--- src/hdl/assert_macros.svh ---
// Assertion helpers shared by the hash block.
// Each macro takes a label, a clock and a property; SFH_ASSERT also takes an active-low reset.
`ifndef ASSERT_MACROS_SVH
`define ASSERT_MACROS_SVH

`ifndef SYNTHESIS

// Property checked on every rising edge, ignored while reset is low.
`define SFH_ASSERT(label, clk, rst_n, prop) \
    label: assert property (@(posedge clk) disable iff (!(rst_n)) (prop)) \
        else $error("assertion failed");

// Property checked on every rising edge, including during reset.
`define SFH_ASSERT_ALWAYS(label, clk, prop) \
    label: assert property (@(posedge clk) (prop)) \
        else $error("assertion failed");

`else

`define SFH_ASSERT(label, clk, rst_n, prop)
`define SFH_ASSERT_ALWAYS(label, clk, prop)

`endif

`endif

--- src/hdl/sfh_pkg.sv ---
package sfh_pkg;

    // Default width of the running folded sum.
    localparam int SFH_SUM_BITS = 64;

    // Fixed field widths.
    localparam int KEY_W   = 8;
    localparam int TABLE_W = 16;

    // Number of buckets after reset.
    localparam logic [TABLE_W-1:0] TABLE_RESET = 16'd10;

    // States of the bit-serial modulo unit.
    typedef enum logic [1:0] {
        MOD_IDLE,
        MOD_RUN,
        MOD_DONE
    } t_mod_state;

    // Hand-off request from the accumulator to the modulo unit.
    typedef struct packed {
        logic                load;
        logic [TABLE_W-1:0]  table_size;
    } t_mod_req;

endpackage

--- src/hdl/string_fold_hash_bucket.sv ---
// String-folding hash to a bucket index.
// Input channel: one key byte per request (i_key_byte, signed) with i_last_byte set
// on the final byte. A request is taken on a rising edge with i_in_valid high and
// o_in_stall low. Output channel: one bucket index per key, taken on a rising edge
// with o_out_valid high and i_out_stall low.
// Configuration: i_cfg_we writes i_cfg_data into the bucket count; write it only
// while the block is idle. A bucket count of zero gives index zero.
// Throughput: bytes that are not the last are taken back to back while o_in_stall
// is low. The last byte sets a pending flag, and the input stalls until the modulo
// unit takes the sum. While the modulo unit works, bytes of the next key are still
// accumulated. The modulo unit loads the sum only while idle, takes one sum bit per
// cycle and then raises o_out_valid; it takes no new sum until its index has been
// taken, so receiver stalls also hold back the next key.
// While the receiver stalls, the index holds and a finished next key waits at the
// hand-off, stalling the input. Synchronous reset clears the sum, the byte position
// and both handshakes, and sets the bucket count to 10.
`include "assert_macros.svh"

module string_fold_hash_bucket #(
    parameter int SUM_BITS = sfh_pkg::SFH_SUM_BITS
) (
    input  logic                         i_clk,
    input  logic                         i_rst_n,
    input  logic                         i_cfg_we,
    input  logic [sfh_pkg::TABLE_W-1:0]  i_cfg_data,
    input  logic                         i_in_valid,
    output logic                         o_in_stall,
    input  logic signed [sfh_pkg::KEY_W-1:0] i_key_byte,
    input  logic                         i_last_byte,
    output logic                         o_out_valid,
    input  logic                         i_out_stall,
    output logic [sfh_pkg::TABLE_W-1:0]  o_bucket_index
);
    import sfh_pkg::*;

    logic [TABLE_W-1:0]  r_table_size;
    logic [SUM_BITS-1:0] r_sum, n_sum;
    logic [1:0]          r_pos, n_pos;
    logic                r_pending, n_pending;

    logic                w_in_fire;
    logic                w_handoff;
    logic                w_mod_ready;
    logic [SUM_BITS-1:0] w_byte_ext;
    logic [SUM_BITS-1:0] w_weighted;
    logic [SUM_BITS-1:0] w_magnitude;
    t_mod_req            w_req;

    // The input stalls only while a finished sum waits for the modulo unit.
    assign o_in_stall = r_pending;
    assign w_in_fire  = i_in_valid && !r_pending;
    assign w_handoff  = r_pending && w_mod_ready;

    // Sign-extend the byte and weight it by its place in the group of four.
    assign w_byte_ext = {{(SUM_BITS-KEY_W){i_key_byte[KEY_W-1]}}, i_key_byte};
    assign w_weighted = w_byte_ext << {r_pos, 3'b000};

    // Magnitude of the two's complement sum; the most negative value maps to itself.
    assign w_magnitude = r_sum[SUM_BITS-1] ? (~r_sum + 1'b1) : r_sum;

    assign w_req.load       = w_handoff;
    assign w_req.table_size = r_table_size;

    // Accumulator and hand-off control.
    always_comb begin
        n_sum     = r_sum;
        n_pos     = r_pos;
        n_pending = r_pending;
        if (w_handoff) begin
            n_sum     = '0;
            n_pending = 1'b0;
        end else if (w_in_fire) begin
            n_sum = r_sum + w_weighted;
            if (i_last_byte) begin
                n_pos     = '0;
                n_pending = 1'b1;
            end else begin
                n_pos = r_pos + 1'b1;
            end
        end
    end

    always_ff @(posedge i_clk) begin
        if (!i_rst_n) begin
            r_sum        <= '0;
            r_pos        <= '0;
            r_pending    <= 1'b0;
            r_table_size <= TABLE_RESET;
        end else begin
            r_sum     <= n_sum;
            r_pos     <= n_pos;
            r_pending <= n_pending;
            if (i_cfg_we) r_table_size <= i_cfg_data;
        end
    end

    // Bit-serial modulo unit with its own output register.
    sfh_mod #(
        .SUM_BITS (SUM_BITS)
    ) u_mod (
        .i_clk          (i_clk),
        .i_rst_n        (i_rst_n),
        .i_req          (w_req),
        .i_magnitude    (w_magnitude),
        .o_ready        (w_mod_ready),
        .o_out_valid    (o_out_valid),
        .i_out_stall    (i_out_stall),
        .o_bucket_index (o_bucket_index)
    );

    `SFH_ASSERT(a_last_pends, i_clk, i_rst_n, (w_in_fire && i_last_byte) |=> (r_pending && r_pos == '0))
    `SFH_ASSERT(a_handoff_clears, i_clk, i_rst_n, w_handoff |=> (!r_pending && r_sum == '0))
    `SFH_ASSERT(a_pos_steps, i_clk, i_rst_n, (w_in_fire && !i_last_byte) |=> (r_pos == $past(r_pos) + 2'd1))

endmodule

--- src/hdl/sfh_mod.sv ---
`include "assert_macros.svh"

module sfh_mod #(
    parameter int SUM_BITS = 64
) (
    input  logic                         i_clk,
    input  logic                         i_rst_n,
    input  sfh_pkg::t_mod_req            i_req,
    input  logic [SUM_BITS-1:0]          i_magnitude,
    output logic                         o_ready,
    output logic                         o_out_valid,
    input  logic                         i_out_stall,
    output logic [sfh_pkg::TABLE_W-1:0]  o_bucket_index
);
    import sfh_pkg::*;

    localparam int CNT_W = $clog2(SUM_BITS);
    localparam logic [CNT_W-1:0] CNT_LAST = CNT_W'(SUM_BITS - 1);

    t_mod_state r_state, n_state;

    logic [SUM_BITS-1:0] r_dvd, n_dvd;
    logic [TABLE_W-1:0]  r_rem, n_rem;
    logic [TABLE_W-1:0]  r_div, n_div;
    logic [CNT_W-1:0]    r_cnt, n_cnt;

    logic [TABLE_W:0]    w_trial;
    logic                w_fits;

    // One restoring division step: bring in the next dividend bit and subtract if it fits.
    assign w_trial = {r_rem, r_dvd[SUM_BITS-1]};
    assign w_fits  = (w_trial >= {1'b0, r_div});

    // Next state.
    always_comb begin
        n_state = r_state;
        case (r_state)
            MOD_IDLE: begin
                if (i_req.load) n_state = MOD_RUN;
            end
            MOD_RUN: begin
                if (r_cnt == '0) n_state = MOD_DONE;
            end
            MOD_DONE: begin
                if (!i_out_stall) n_state = MOD_IDLE;
            end
            default: n_state = MOD_IDLE;
        endcase
    end

    // Datapath registers for the shift-and-subtract loop.
    always_comb begin
        n_dvd = r_dvd;
        n_rem = r_rem;
        n_div = r_div;
        n_cnt = r_cnt;
        case (r_state)
            MOD_IDLE: begin
                if (i_req.load) begin
                    n_dvd = i_magnitude;
                    n_rem = '0;
                    n_div = i_req.table_size;
                    n_cnt = CNT_LAST;
                end
            end
            MOD_RUN: begin
                n_dvd = r_dvd << 1;
                n_rem = w_fits ? TABLE_W'(w_trial - {1'b0, r_div}) : w_trial[TABLE_W-1:0];
                n_cnt = r_cnt - 1'b1;
            end
            default: begin
            end
        endcase
    end

    // Outputs. The remainder register doubles as the output register.
    always_comb begin
        o_ready        = (r_state == MOD_IDLE);
        o_out_valid    = (r_state == MOD_DONE);
        o_bucket_index = (r_div == '0) ? '0 : r_rem;
    end

    always_ff @(posedge i_clk) begin
        if (!i_rst_n) begin
            r_state <= MOD_IDLE;
        end else begin
            r_state <= n_state;
        end
    end

    always_ff @(posedge i_clk) begin
        r_dvd <= n_dvd;
        r_rem <= n_rem;
        r_div <= n_div;
        r_cnt <= n_cnt;
    end

    `SFH_ASSERT(a_run_ends, i_clk, i_rst_n, (r_state == MOD_RUN && r_cnt == '0) |=> (r_state == MOD_DONE))
    `SFH_ASSERT(a_load_runs, i_clk, i_rst_n, (r_state == MOD_IDLE && i_req.load) |=> (r_state == MOD_RUN))
    `SFH_ASSERT(a_rem_range, i_clk, i_rst_n, (o_out_valid && r_div != '0) |-> (r_rem < r_div))

endmodule
--- config.mk ---
export PLATFORM = sky130hd
export DESIGN_NAME = string_fold_hash_bucket
export DESIGN_NICKNAME = d
export VERILOG_FILES = /design/src/hdl/sfh_pkg.sv /design/src/hdl/string_fold_hash_bucket.sv /design/src/hdl/sfh_mod.sv
export VERILOG_INCLUDE_DIRS = /design/src /design/src/hdl
export SDC_FILE = /design/constraint.sdc
export NUM_CORES = 1
export LEC_CHECK = 0
export BUFFER_PORTS_ARGS = -buffer_cell sky130_fd_sc_hd__buf_2
export CORE_MARGIN = 2
export CORE_UTILIZATION = 35
export CTS_CLUSTER_DIAMETER = 100
export DETAILED_ROUTE_END_ITERATION = 16
export PLACE_DENSITY = 0.63
export SLEW_MARGIN = 20
export SYNTH_ARGS = -nofsm -noshare
export SYNTH_HDL_FRONTEND = slang
export SYNTH_SLANG_ARGS = --single-unit
--- constraint.sdc ---
create_clock -name i_clk -period 4.4 [get_ports i_clk]
set_clock_uncertainty 0.05 [all_clocks]
set_input_delay 1.1 -clock i_clk [delete_from_list [all_inputs] [get_ports i_clk]]
set_output_delay 1.1 -clock i_clk [all_outputs]
set_load 0.02 [all_outputs]
### After elaboration in Yosys (flattened, before gate mapping)

Cells that the tools add are included.

| operators by class | value |
|---|---|
| add/subtract/negate cells | 5 |
| multipliers | 0 |
| divide/modulo/power cells | 0 |
| $lt $le $gt $ge | 1 |
| equal/unequal tests | 5 |
| shifts and indexed selects | 1 |
| mux-type cells | 14 |
| bitwise gates (word level) | 3 |
| reduce and logical (&&, ||, !) cells | 13 |

Operator list:

| cell | number |
|---|---|
| 64-bit two-way mux | 2 |
| 64-bit one-hot mux with 2 select lines | 1 |
| 64-bit by 1-bit adder with 64-bit output (second input constant) | 1 |
| 64-bit adder | 1 |
| 64-bit NOT | 1 |
| 64-bit by 5-bit left shift with 64-bit output | 1 |
| 16-bit two-way mux | 3 |
| 16-bit one-hot mux with 2 select lines | 1 |
| 17-bit by 16-bit >= comparator with 1-bit output | 1 |
| 16-bit zero test | 1 |
| 16-bit subtractor | 1 |
| 6-bit one-hot mux with 2 select lines | 1 |
| 2-bit two-way mux | 4 |
| 2-bit AND reduction | 4 |
| 6-bit zero test | 1 |
| 6-bit two-way mux | 1 |
| 2-bit one-hot mux with 3 select lines | 1 |
| 6-bit by 1-bit subtractor with 6-bit output (second input constant) | 1 |
| 2-bit inequality test (second input constant) | 2 |
| 3-bit AND reduction | 1 |
| 2-bit by 1-bit adder with 2-bit output (second input constant) | 1 |
| 2-bit by 1-bit == test with 1-bit output (second input constant) | 1 |
| 2-bit == test (second input constant) | 1 |
| 1-bit logical AND | 2 |
| other kinds (6) | 7 |

| word-level totals | value |
|---|---|
| bits in registers | 187 |
| bits in latches | 0 |
| memory bits (writable) | 0 |
| bits in read-only memories | 0 |
| input port bits | 30 |
| output and inout port bits | 18 |
| word-level logic and storage cells | 51 |
| memories | 0 |

### Longest topological paths before layout

Gate-level depths: netlist of the first run.

| depth | value |
|---|---|
| word-level depth | 5 |
| depth in mapped cells | 17 |
| depth with buffers taken out | 15 |

### Cells and area by module

From an unflattened synthesis of the first run, not the netlist that was laid out.

| second synthesis, totals | value |
|---|---|
| cells, all modules | 1650 |
| area, all modules | 13553.0 um^2 |

Modules (own cells, without submodules):

| module | times used | cells each | area each (um^2) | seq. area each (um^2) |
|---|---|---|---|---|
| string_fold_hash_bucket | 1 | 1103 | 8185.4 | 1661.6 |
| sfh_mod | 1 | 547 | 5367.6 | 3103.0 |

### Worst setup path after synthesis of the first run

No wires, ideal clock.

| timing | value |
|---|---|
| path type | input -> register |
| start point | in i_key_byte[7] (netlist bit) |
| end point | reg r_sum[61] |
| library setup time | 0.127 ns |
| data arrival time | 4.286 ns |
| data required time | 4.223 ns |
| slack | -0.063 ns |
| stages | 16 |
| path buffers | 2 |
| cells stage by stage | nor2b_1 clkbuf_1 a21o_1 ha_1 buf_4 nand4_1 or3_1 o22ai_1 o31ai_1 o41a_1 o31a_1 o21ai_2 a21oi_2 o31ai_2 nor4_1 or3_1 |

| between the ends | value |
|---|---|
| longest elaborated chain between the ends | 2 |

RTL lines:

| what | line | RTL |
|---|---|---|
| from (decl) | string_fold_hash_bucket.sv:28 | `input logic signed [sfh_pkg::KEY_W-1:0] i_key_byte,` |
| 64-bit by 5-bit left shift with 64-bit output | string_fold_hash_bucket.sv:56 | `assign w_weighted = w_byte_ext << {r_pos, 3'b000};` |
| 64-bit adder | string_fold_hash_bucket.sv:73 | `n_sum = r_sum + w_weighted;` |
| to (signal assigned) | string_fold_hash_bucket.sv:90 | `r_sum <= n_sum;` |
| to (decl) | string_fold_hash_bucket.sv:37 | `logic [SUM_BITS-1:0] r_sum, n_sum;` |

No other way between the ends.
A chain may end at the register's enable or synchronous reset.

### Worst setup path in the final report of the first run

Ends and elaborated chain as after synthesis.

==> results of run 1 <==
layout by cell type (no fill, tap or decap), types with 25 or more instances in the layout:
master,count
sky130_fd_sc_hd__a21o_1,50
sky130_fd_sc_hd__a21oi_1,140
sky130_fd_sc_hd__and2_1,30
sky130_fd_sc_hd__buf_2,47
sky130_fd_sc_hd__buf_4,115
sky130_fd_sc_hd__dfxtp_1,83
sky130_fd_sc_hd__edfxtp_1,102
sky130_fd_sc_hd__ha_1,82
sky130_fd_sc_hd__inv_1,44
sky130_fd_sc_hd__mux2i_1,30
sky130_fd_sc_hd__nand2_1,250
sky130_fd_sc_hd__nand4_1,25
sky130_fd_sc_hd__nor2_1,81
sky130_fd_sc_hd__nor2b_1,28
sky130_fd_sc_hd__o21ai_0,147
sky130_fd_sc_hd__xnor2_1,45
sky130_fd_sc_hd__xor2_1,85
cell usage after synthesis (4+ instances only):
cell type and instances:
sky130_fd_sc_hd__nor2_1 81, sky130_fd_sc_hd__o41ai_1 11, sky130_fd_sc_hd__o211ai_1 4, sky130_fd_sc_hd__nand2_1 251, sky130_fd_sc_hd__clkbuf_1 74, sky130_fd_sc_hd__or4_1 6, sky130_fd_sc_hd__and3_1 4, sky130_fd_sc_hd__a31o_2 8
sky130_fd_sc_hd__dfxtp_1 85, sky130_fd_sc_hd__inv_1 44, sky130_fd_sc_hd__and2_1 30, sky130_fd_sc_hd__a21boi_0 7, sky130_fd_sc_hd__a21oi_1 142, sky130_fd_sc_hd__xor2_1 85, sky130_fd_sc_hd__nand2b_1 16, sky130_fd_sc_hd__o31ai_1 24
sky130_fd_sc_hd__nor3_1 17, sky130_fd_sc_hd__ha_1 82, sky130_fd_sc_hd__a211oi_1 16, sky130_fd_sc_hd__o21ai_1 6, sky130_fd_sc_hd__nor2b_1 31, sky130_fd_sc_hd__edfxtp_1 102, sky130_fd_sc_hd__o21a_1 9, sky130_fd_sc_hd__nand4_1 25
sky130_fd_sc_hd__mux2i_1 30, sky130_fd_sc_hd__nand3_1 20, sky130_fd_sc_hd__or3_1 13, sky130_fd_sc_hd__o21ai_0 147, sky130_fd_sc_hd__o21bai_1 15, sky130_fd_sc_hd__xnor2_1 45, sky130_fd_sc_hd__a31oi_1 6, sky130_fd_sc_hd__a21o_1 50
sky130_fd_sc_hd__nor4_1 17, sky130_fd_sc_hd__or2_2 8, sky130_fd_sc_hd__buf_1 5
area by class of cell:
cell class,count,share of cell area [%]
Multi-Input combinational cell,1255,52.4
Sequential cell,187,31.2
Timing Repair Buffer,162,7.19
Tap cell,511,4.19
Clock buffer,20,3.00
Inverter,44,1.08
Clock inverter,12,0.885
Antenna cell,1,0.0164
registers in the layout (all words and copies together) (netlist names):
signal         flops
u_mod.r_div       16
r_pos              2
r_table_size      16
u_mod.r_dvd       64
o_in_stall         1
r_sum             64
u_mod.r_state      2
u_mod.r_cnt        6
u_mod.r_rem       16
repair_timing:
item / in CTS / in global routing
endpoints found under the setup margin: 1 / 14
hold buffers: 0 / 0
gates resized for setup: 1 / 10
buffers inserted: 0 / 0
worst min-delay path by stage:
stage / startpoint / endpoint / slack, ns / cells past startpoint
detailed placement: r_table_size[7]$_SDFFE_PN0P_ / u_mod.r_div[7]$_DFFE_PP_ / 0.37 / 0
global route: r_table_size[12]$_SDFFE_PN0P_ / u_mod.r_div[12]$_DFFE_PP_ / 0.40 / 0
global placement: r_table_size[12]$_SDFFE_PN0P_ / u_mod.r_div[12]$_DFFE_PP_ / 0.36 / 0
CTS: r_table_size[10]$_SDFFE_PN0P_ / u_mod.r_div[10]$_DFFE_PP_ / 0.39 / 0
finish: r_table_size[8]$_SDFFE_PN0P_ / u_mod.r_div[8]$_DFFE_PP_ / 0.38 / 0
floorplan: r_table_size[0]$_SDFFE_PN0P_ / u_mod.r_div[0]$_DFFE_PP_ / 0.36 / 0
cell families after synthesis:
group	Yosys count	share of synthesized area, %
AOI/OAI and AO/OA	476	22.0
xor gates and xnor gates	130	8.64
adders and majority gates	84	8.09
buffers and inverters	127	3.71
DFF	187	36.2
muxes	30	2.28
and+or+nand+nor	535	19.1
layer usage:
layer,vias to the layer above,wire [um]
met4,2,827
li1,5855,-
met3,51,1430
met5,-,7
met2,256,14600
met1,5250,18000
metrics by stage:
stage	total power, W	hold WS (ns)	utilization, %	cells	worst slack [ns]
global placement	0.00441	0.360	39.1	2159	-0.466
global route	0.00640	0.398	40.8	2191	0.00941
finish	0.00604	0.385	40.8	2192	0.141
floorplan	0.00377	0.358	-	1569	0.0215
detailed placement	0.00445	0.367	39.1	2159	-0.496
CTS	0.00603	0.386	40.7	2191	0.143
power groups by stage:
stage          Sequential, W  Combinational, W  Clock, W
2_1_floorplan        0.00229           0.00148         0
3_3_place_gp         0.00235           0.00206         0
3_5_place_dp         0.00236           0.00209         0
4_1_cts              0.00233           0.00210   0.00161
5_1_grt              0.00235           0.00237   0.00167
6_report             0.00233           0.00213   0.00158
==> impl_metrics.sql, run 1 <==
INSERT INTO impl_metrics (metric_group, metric, value, unit) VALUES
('critical_path', 'path_max_fanout', '3', ''),
('placed_design', 'placement.cell_area', '14600', 'um^2'),
('clock_network', 'clkSlewWorstSetupHoldPaths', '0.07', 'ns'),
('synth', 'synth_seq_area_share', '36.2', '%'),
('critical_path', 'worst_setup_path_endpoint', 'r_sum[61]$_SDFFE_PP0P_', ''),
('critical_path', 'timing.critical_path.max_delay_family', 'compound AO/OA/AOI/OAI gates', ''),
('timing', 'timing_max_transition_violations_final', '0', ''),
('run', 'drv.max_cap_violation_count', '0', ''),
('global_routing', 'gr-usage-all-layers', '18.1', '%'),
('pwr', 'leakagePower', '6.24', 'nW'),
('timing', 'period_needed', '4.26', 'ns'),
('route', 'wl', '34.9', 'mm'),
('route', 'drc_errors', '0', ''),
('synth', 'synth_cell_types', '70', ''),
('critical_path', 'critical_path.max_stage_delay', '0.47', 'ns'),
('critical_path', 'critPathSlowestCell', 'sky130_fd_sc_hd__o41a_1', ''),
('global_routing', 'grt_util_met2', '27.4', '%'),
('pwr', 'netSwitchingFraction', '35.7', '%'),
('critical_path', 'setup.worst_path.start', 'i_key_byte[7]', ''),
('global_routing', 'grtUsageMet1', '26.3', '%'),
('synth', 'synth.cell_area', '13200', 'um^2'),
('critical_path', 'cp.buffers_inverters', '2', ''),
('timing', 'rsz_0062_raised_after_global_routing', 'no', ''),
('critical_path', 'r2r_cells', '15', ''),
('floorplanning', 'chipHeight', '198', 'um'),
('floorplanning', 'fp.dieArea', '39200', 'um^2'),
('timing', 'slew_headroom', '48.1', '%'),
('floorplanning', 'core_area', '37400', 'um^2'),
('critical_path', 'critical_path.reg2reg.startpoint', 'r_pos[1]$_SDFFE_PN0P_', ''),
('synth', 'ffs_latches_synth', '187', ''),
('synth', 'yosysWarnings', '0', ''),
('critical_path', 'critical_path.cell_chain', 'buf_2 -> buf_4 -> a21boi_1 -> a31o_2 -> ha_1 -> nand4_1 -> or3_1 -> o22ai_2 -> o31ai_2 -> o41a_1 -> o31a_1 -> o21ai_2 -> a21oi_2 -> o31ai_2 -> nor4_1 -> or3_1', ''),
('layout', 'post_route_cells_drive_above_1_share', '13.8', '%'),
('layout', 'postLayoutCellArea', '15300', 'um^2'),
('route', 'num_vias', '11414', ''),
('critical_path', 'cp-end-kind', 'register', ''),
('placed_design', 'io_buffers', '47', ''),
('timing', 'finalHoldViolCount', '0', ''),
('synth', 'synth_cells', '1569', ''),
('run_status', 'outcome', 'completed', ''),
('pwr', 'power_density', '395', 'nW/um^2'),
('timing', 'worstMarginPinSlew', '0.775', 'ns'),
('synth', 'post-synth-top-area-fraction', '23.2', '%'),
('placed_design', 'gp_routability_congestion', '0.906', ''),
('layout', 'area.sequential', '4770', 'um^2'),
('timing', 'totalNegativeSetupSlack', '0', 'ns'),
('floorplanning', 'starting_density_of_the_core', '35.2', '%'),
('clock_network', 'total_cts_buffers', '17', ''),
('global_routing', 'grt_pass1_vias', '10867', ''),
('critical_path', 'critical_path_cell_count', '16', ''),
('clock_network', 'max-clock-path-buffers', '2', ''),
('pwr', 'portion_of_total_power_attributed_to_the_clock_network', '26.2', '%'),
('critical_path', 'critical_path_launch_point_type', 'input pin', ''),
('floorplanning', 'ios', '48', ''),
('pwr', 'pwr-share-comb', '35.2', '%'),
('clock_network', 'numClockSinks', '187', ''),
('route', 'initial_drt_pass_iterations', '5', ''),
('layout', 'syn2layout_area_growth', '15.9', '%'),
('global_routing', 'gr_util_met3', '2.40', '%'),
('route', 'drt-wirelength-per-cell', '15.9', 'um'),
('timing', 'endpoints_failing_setup', '0', ''),
('global_routing', 'grt_start_max_net_pins', '87', ''),
('layout', 'fillCellCount', '3727', ''),
('pwr', 'power_frac_seq', '38.6', '%'),
('placed_design', 'detailedPlacementHpwl', '26.7', 'mm'),
('route', 'ant_nets', '0', ''),
('pwr', 'reported_net_switching_power', '0.00215', 'W'),
('timing', 'fmax', '0.235', 'GHz'),
('timing', 'post-route-period-util', '96.8', '%'),
('synth', 'synth.net_count', '1683', ''),
('critical_path', 'rr_endpoint', 'r_sum[61]$_SDFFE_PP0P_', '');
Note: power is estimated with default switching activity, not from simulation.
==> inputs of run 2 (changes only) <==
Settings changed: CORE_UTILIZATION 35 to 30, PLACE_DENSITY 0.63 to 0.57.
==> run 2 against run 1 <==
Effect of this change: worst hold slack worse by 0.0073 ns; worst setup slack better by 0.030 ns; non-clock buffer count up 19; via count up 0.18%; final area up 1.5%; die area up 16%; sequential share of layout area down 0.45 points; wire length up 2.4%; register-to-register slack better by 0.15 ns; critical path type unchanged; largest cell class unchanged.
==> impl_metrics.sql, run 2 (synthesis gave the netlist of run 1 again) <==
INSERT INTO impl_metrics (metric_group, metric, value, unit) VALUES
('clock_network', 'clkSlewWorstSetupHoldPaths', '0.08', 'ns'),
('timing', 'timing_max_transition_violations_final', '0', ''),
('critical_path', 'worstPathRequired', '4.69', 'ns'),
('timing', 'worstMarginPinSlew', '1.06', 'ns'),
('route', 'route.met2.wl', '15.4', 'mm'),
('route', 'wl', '35.7', 'mm'),
('critical_path', 'critPathSlowestCell', 'sky130_fd_sc_hd__o41a_1', ''),
('clock_network', 'total_cts_buffers', '17', ''),
('floorplanning', 'starting_density_of_the_core', '30.5', '%'),
('timing', 'post-route-period-util', '96.1', '%'),
('placed_design', 'placement.cell_area', '14900', 'um^2'),
('layout', 'layout.cells.most_common_list', 'sky130_fd_sc_hd__nand2_1 (250), sky130_fd_sc_hd__o21ai_0 (147), sky130_fd_sc_hd__a21oi_1 (142)', ''),
('clock_network', 'cts_tree', 'built', ''),
('critical_path', 'critical_path_launch_point_type', 'input pin', ''),
('clock_network', 'holdBufCountCts', '0', ''),
('route', 'detailedRoute.firstIterationViolations', '837', ''),
('clock_network', 'clk-insertion-delay-late', '0.46', 'ns'),
('placed_design', 'detailedPlacementHpwl', '27.5', 'mm'),
('critical_path', 'critical_path.max_stage_delay', '0.48', 'ns'),
('critical_path', 'cp-end-kind', 'register', ''),
('route', 'post_drt_via_cell_ratio', '5.01', ''),
('placed_design', 'io_buffers', '47', ''),
('placed_design', 'inst_count_dp', '2252', ''),
('floorplanning', 'core.rowCount', '76', ''),
('layout', 'syn2layout_area_growth', '17.6', '%'),
('timing', 'fmax', '0.236', 'GHz'),
('pwr', 'power_density', '392', 'nW/um^2'),
('floorplanning', 'chipHeight', '214', 'um'),
('timing', 'slew_headroom', '29.5', '%'),
('route', 'met3_wirelength', '1.37', 'mm'),
('layout', 'post_route_cells_drive_above_1_share', '14.2', '%'),
('timing', 'finalHoldViolCount', '0', ''),
('floorplanning', 'fp.dieArea', '45600', 'um^2'),
('clock_network', 'cts_post_setup_buffers_inserted', '0', ''),
('route', 'ant_nets', '0', ''),
('placed_design', 'place_ws', '-0.563', 'ns'),
('critical_path', 'timing.critical_path.max_delay_family', 'compound AO/OA/AOI/OAI gates', ''),
('layout', 'nets_final', '1800', ''),
('layout', 'diodes', '0', ''),
('critical_path', 'cp.buffers_inverters', '2', ''),
('global_routing', 'grt_start_max_net_pins', '85', ''),
('route', 'num_vias', '11434', ''),
('global_routing', 'global_route.overflow_total', '0', ''),
('hold_path', 'timing.hold.worst.start', 'r_table_size[1]$_SDFFE_PN1P_', ''),
('run', 'drv.max_cap_violation_count', '0', ''),
('floorplanning', 'chipWidth', '214', 'um'),
('critical_path', 'path_max_fanout', '4', ''),
('hold_path', 'holdPathEnd', 'u_mod.r_div[1]$_DFFE_PP_', ''),
('layout', 'fillCellCount', '4501', ''),
('critical_path', 'critical_path.reg2reg.startpoint', 'r_pos[0]$_SDFFE_PN0P_', ''),
('hold_path', 'worst_min_delay_path_class', 'register to register', ''),
('clock_network', 'clockRootBuffer', 'sky130_fd_sc_hd__clkbuf_16', ''),
('floorplanning', 'ios', '48', ''),
('critical_path', 'crit_arrival', '4.52', 'ns'),
('floorplanning', 'core_area', '43200', 'um^2'),
('timing', 'endpoints_failing_setup', '0', ''),
('critical_path', 'timing_worst_setup_path_type', 'input pin to register', ''),
('timing', 'rsz_0062_raised_after_global_routing', 'no', ''),
('global_routing', 'grt_pass1_vias', '10985', ''),
('layout', 'postLayoutCoreUtil', '35.9', '%'),
('route', 'drc_errors', '0', ''),
('global_routing', 'antenna_found_initial', '1', ''),
('pwr', 'leakagePower', '6.34', 'nW'),
('clock_network', 'max-clock-path-buffers', '2', ''),
('critical_path', 'critical_path.cell_chain', 'buf_2 -> a21boi_1 -> a31o_2 -> ha_1 -> nand4_1 -> or3_1 -> o22ai_1 -> o31ai_2 -> o41a_1 -> o31a_1 -> o21ai_2 -> a21oi_2 -> buf_4 -> o21ai_0 -> nand4b_1 -> o311ai_0', ''),
('critical_path', 'rr_endpoint', 'r_sum[59]$_SDFFE_PP0P_', ''),
('run_status', 'outcome', 'completed', ''),
('global_routing', 'grt_first_pass_wirelength', '58.4', 'mm'),
('timing', 'fin_worst_hold_slack', '0.378', 'ns'),
('clock_network', 'clock_tree.htree_level_count', '4', ''),
('layout', 'finish.cell_count_without_fillers', '2284', ''),
('global_routing', 'gr-usage-all-layers', '16.2', '%'),
('timing', 'period_needed', '4.23', 'ns'),
('critical_path', 'r2r_cells', '18', ''),
('timing', 'finalWorstSetupSlack', '0.171', 'ns'),
('layout', 'commonest_non_fill_non_tap_cell_in_the_layout', 'sky130_fd_sc_hd__nand2_1', ''),
('route', 'route.layer.met1.wl', '18.5', 'mm'),
('layout', 'largestRegisters', 'r_sum (64), u_mod.r_dvd (64)', ''),
('pwr', 'irDropWorstVdd', '0.200', 'mV'),
('route', 'initial_drt_pass_iterations', '5', ''),
('critical_path', 'register_to_register_setup_slack', '0.38', 'ns'),
('placed_design', 'gp_routability_congestion', '0.889', ''),
('route', 'drt-wirelength-per-cell', '15.6', 'um'),
('route', 'top_signal_layer_used', 'met5', ''),
('hold_path', 'hold_depth', '0', ''),
('clock_network', 'numClockSinks', '187', ''),
('layout', 'postLayoutCellArea', '15500', 'um^2');
## run 2: worst max-delay path by stage
| stage | startpoint | endpoint | slack, ns | cells past startpoint |
|---|---|---|---|---|
| 3_3_place_gp | i_key_byte[7] | r_sum[61]$_SDFFE_PP0P_ | -0.53 | 16 |
| 2_1_floorplan | i_key_byte[7] | r_sum[61]$_SDFFE_PP0P_ | 0.02 | 15 |
| 4_1_cts | i_key_byte[7] | r_sum[61]$_SDFFE_PP0P_ | 0.08 | 16 |
| 3_5_place_dp | i_key_byte[7] | r_sum[61]$_SDFFE_PP0P_ | -0.56 | 16 |
| 5_1_grt | i_key_byte[7] | r_sum[57]$_SDFFE_PP0P_ | 0.03 | 16 |
| 6_report | i_key_byte[7] | r_sum[57]$_SDFFE_PP0P_ | 0.17 | 16 |
## run 2: power by group
part | internal [W] | switching, W | leakage [nW]
Combinational | 0.000909 | 0.00123 | 4.40
Sequential | 0.00212 | 0.000214 | 1.66
Clock | 0.000897 | 0.000706 | 0.286
Total | 0.00393 | 0.00215 | 6.34
## run 2: layout make-up
class	instances	area (um^2)	share of cell area [%]
sequential	187	4770	30.8
tap	585	732	4.72
clock buffer	18	429	2.77
clock inverter	14	169	1.09
timing repair buffer	181	1270	8.17
inverter	44	165	1.07
multi-input combinational	1255	7970	51.4
## run 2: per-layer routing
layer / up-vias / global-route usage [%]
met5: - / 0
met4: 2 / 4.17
met3: 31 / 2.84
met2: 208 / 24.4
met1: 5321 / 23.7
li1: 5872 / -
## run 2: timing repair
action	in CTS	in global routing
setup endpoints to repair	6	9
pin swaps	0	1
resized for setup	1	4
## run 2: through the flow
step	TNS [ns]	total power, W
detailed placement	-10.43	0.00449
global route	0	0.00646
finish	0	0.00608
global placement	-8.82	0.00446
CTS	0	0.00610
floorplan	0	0.00377
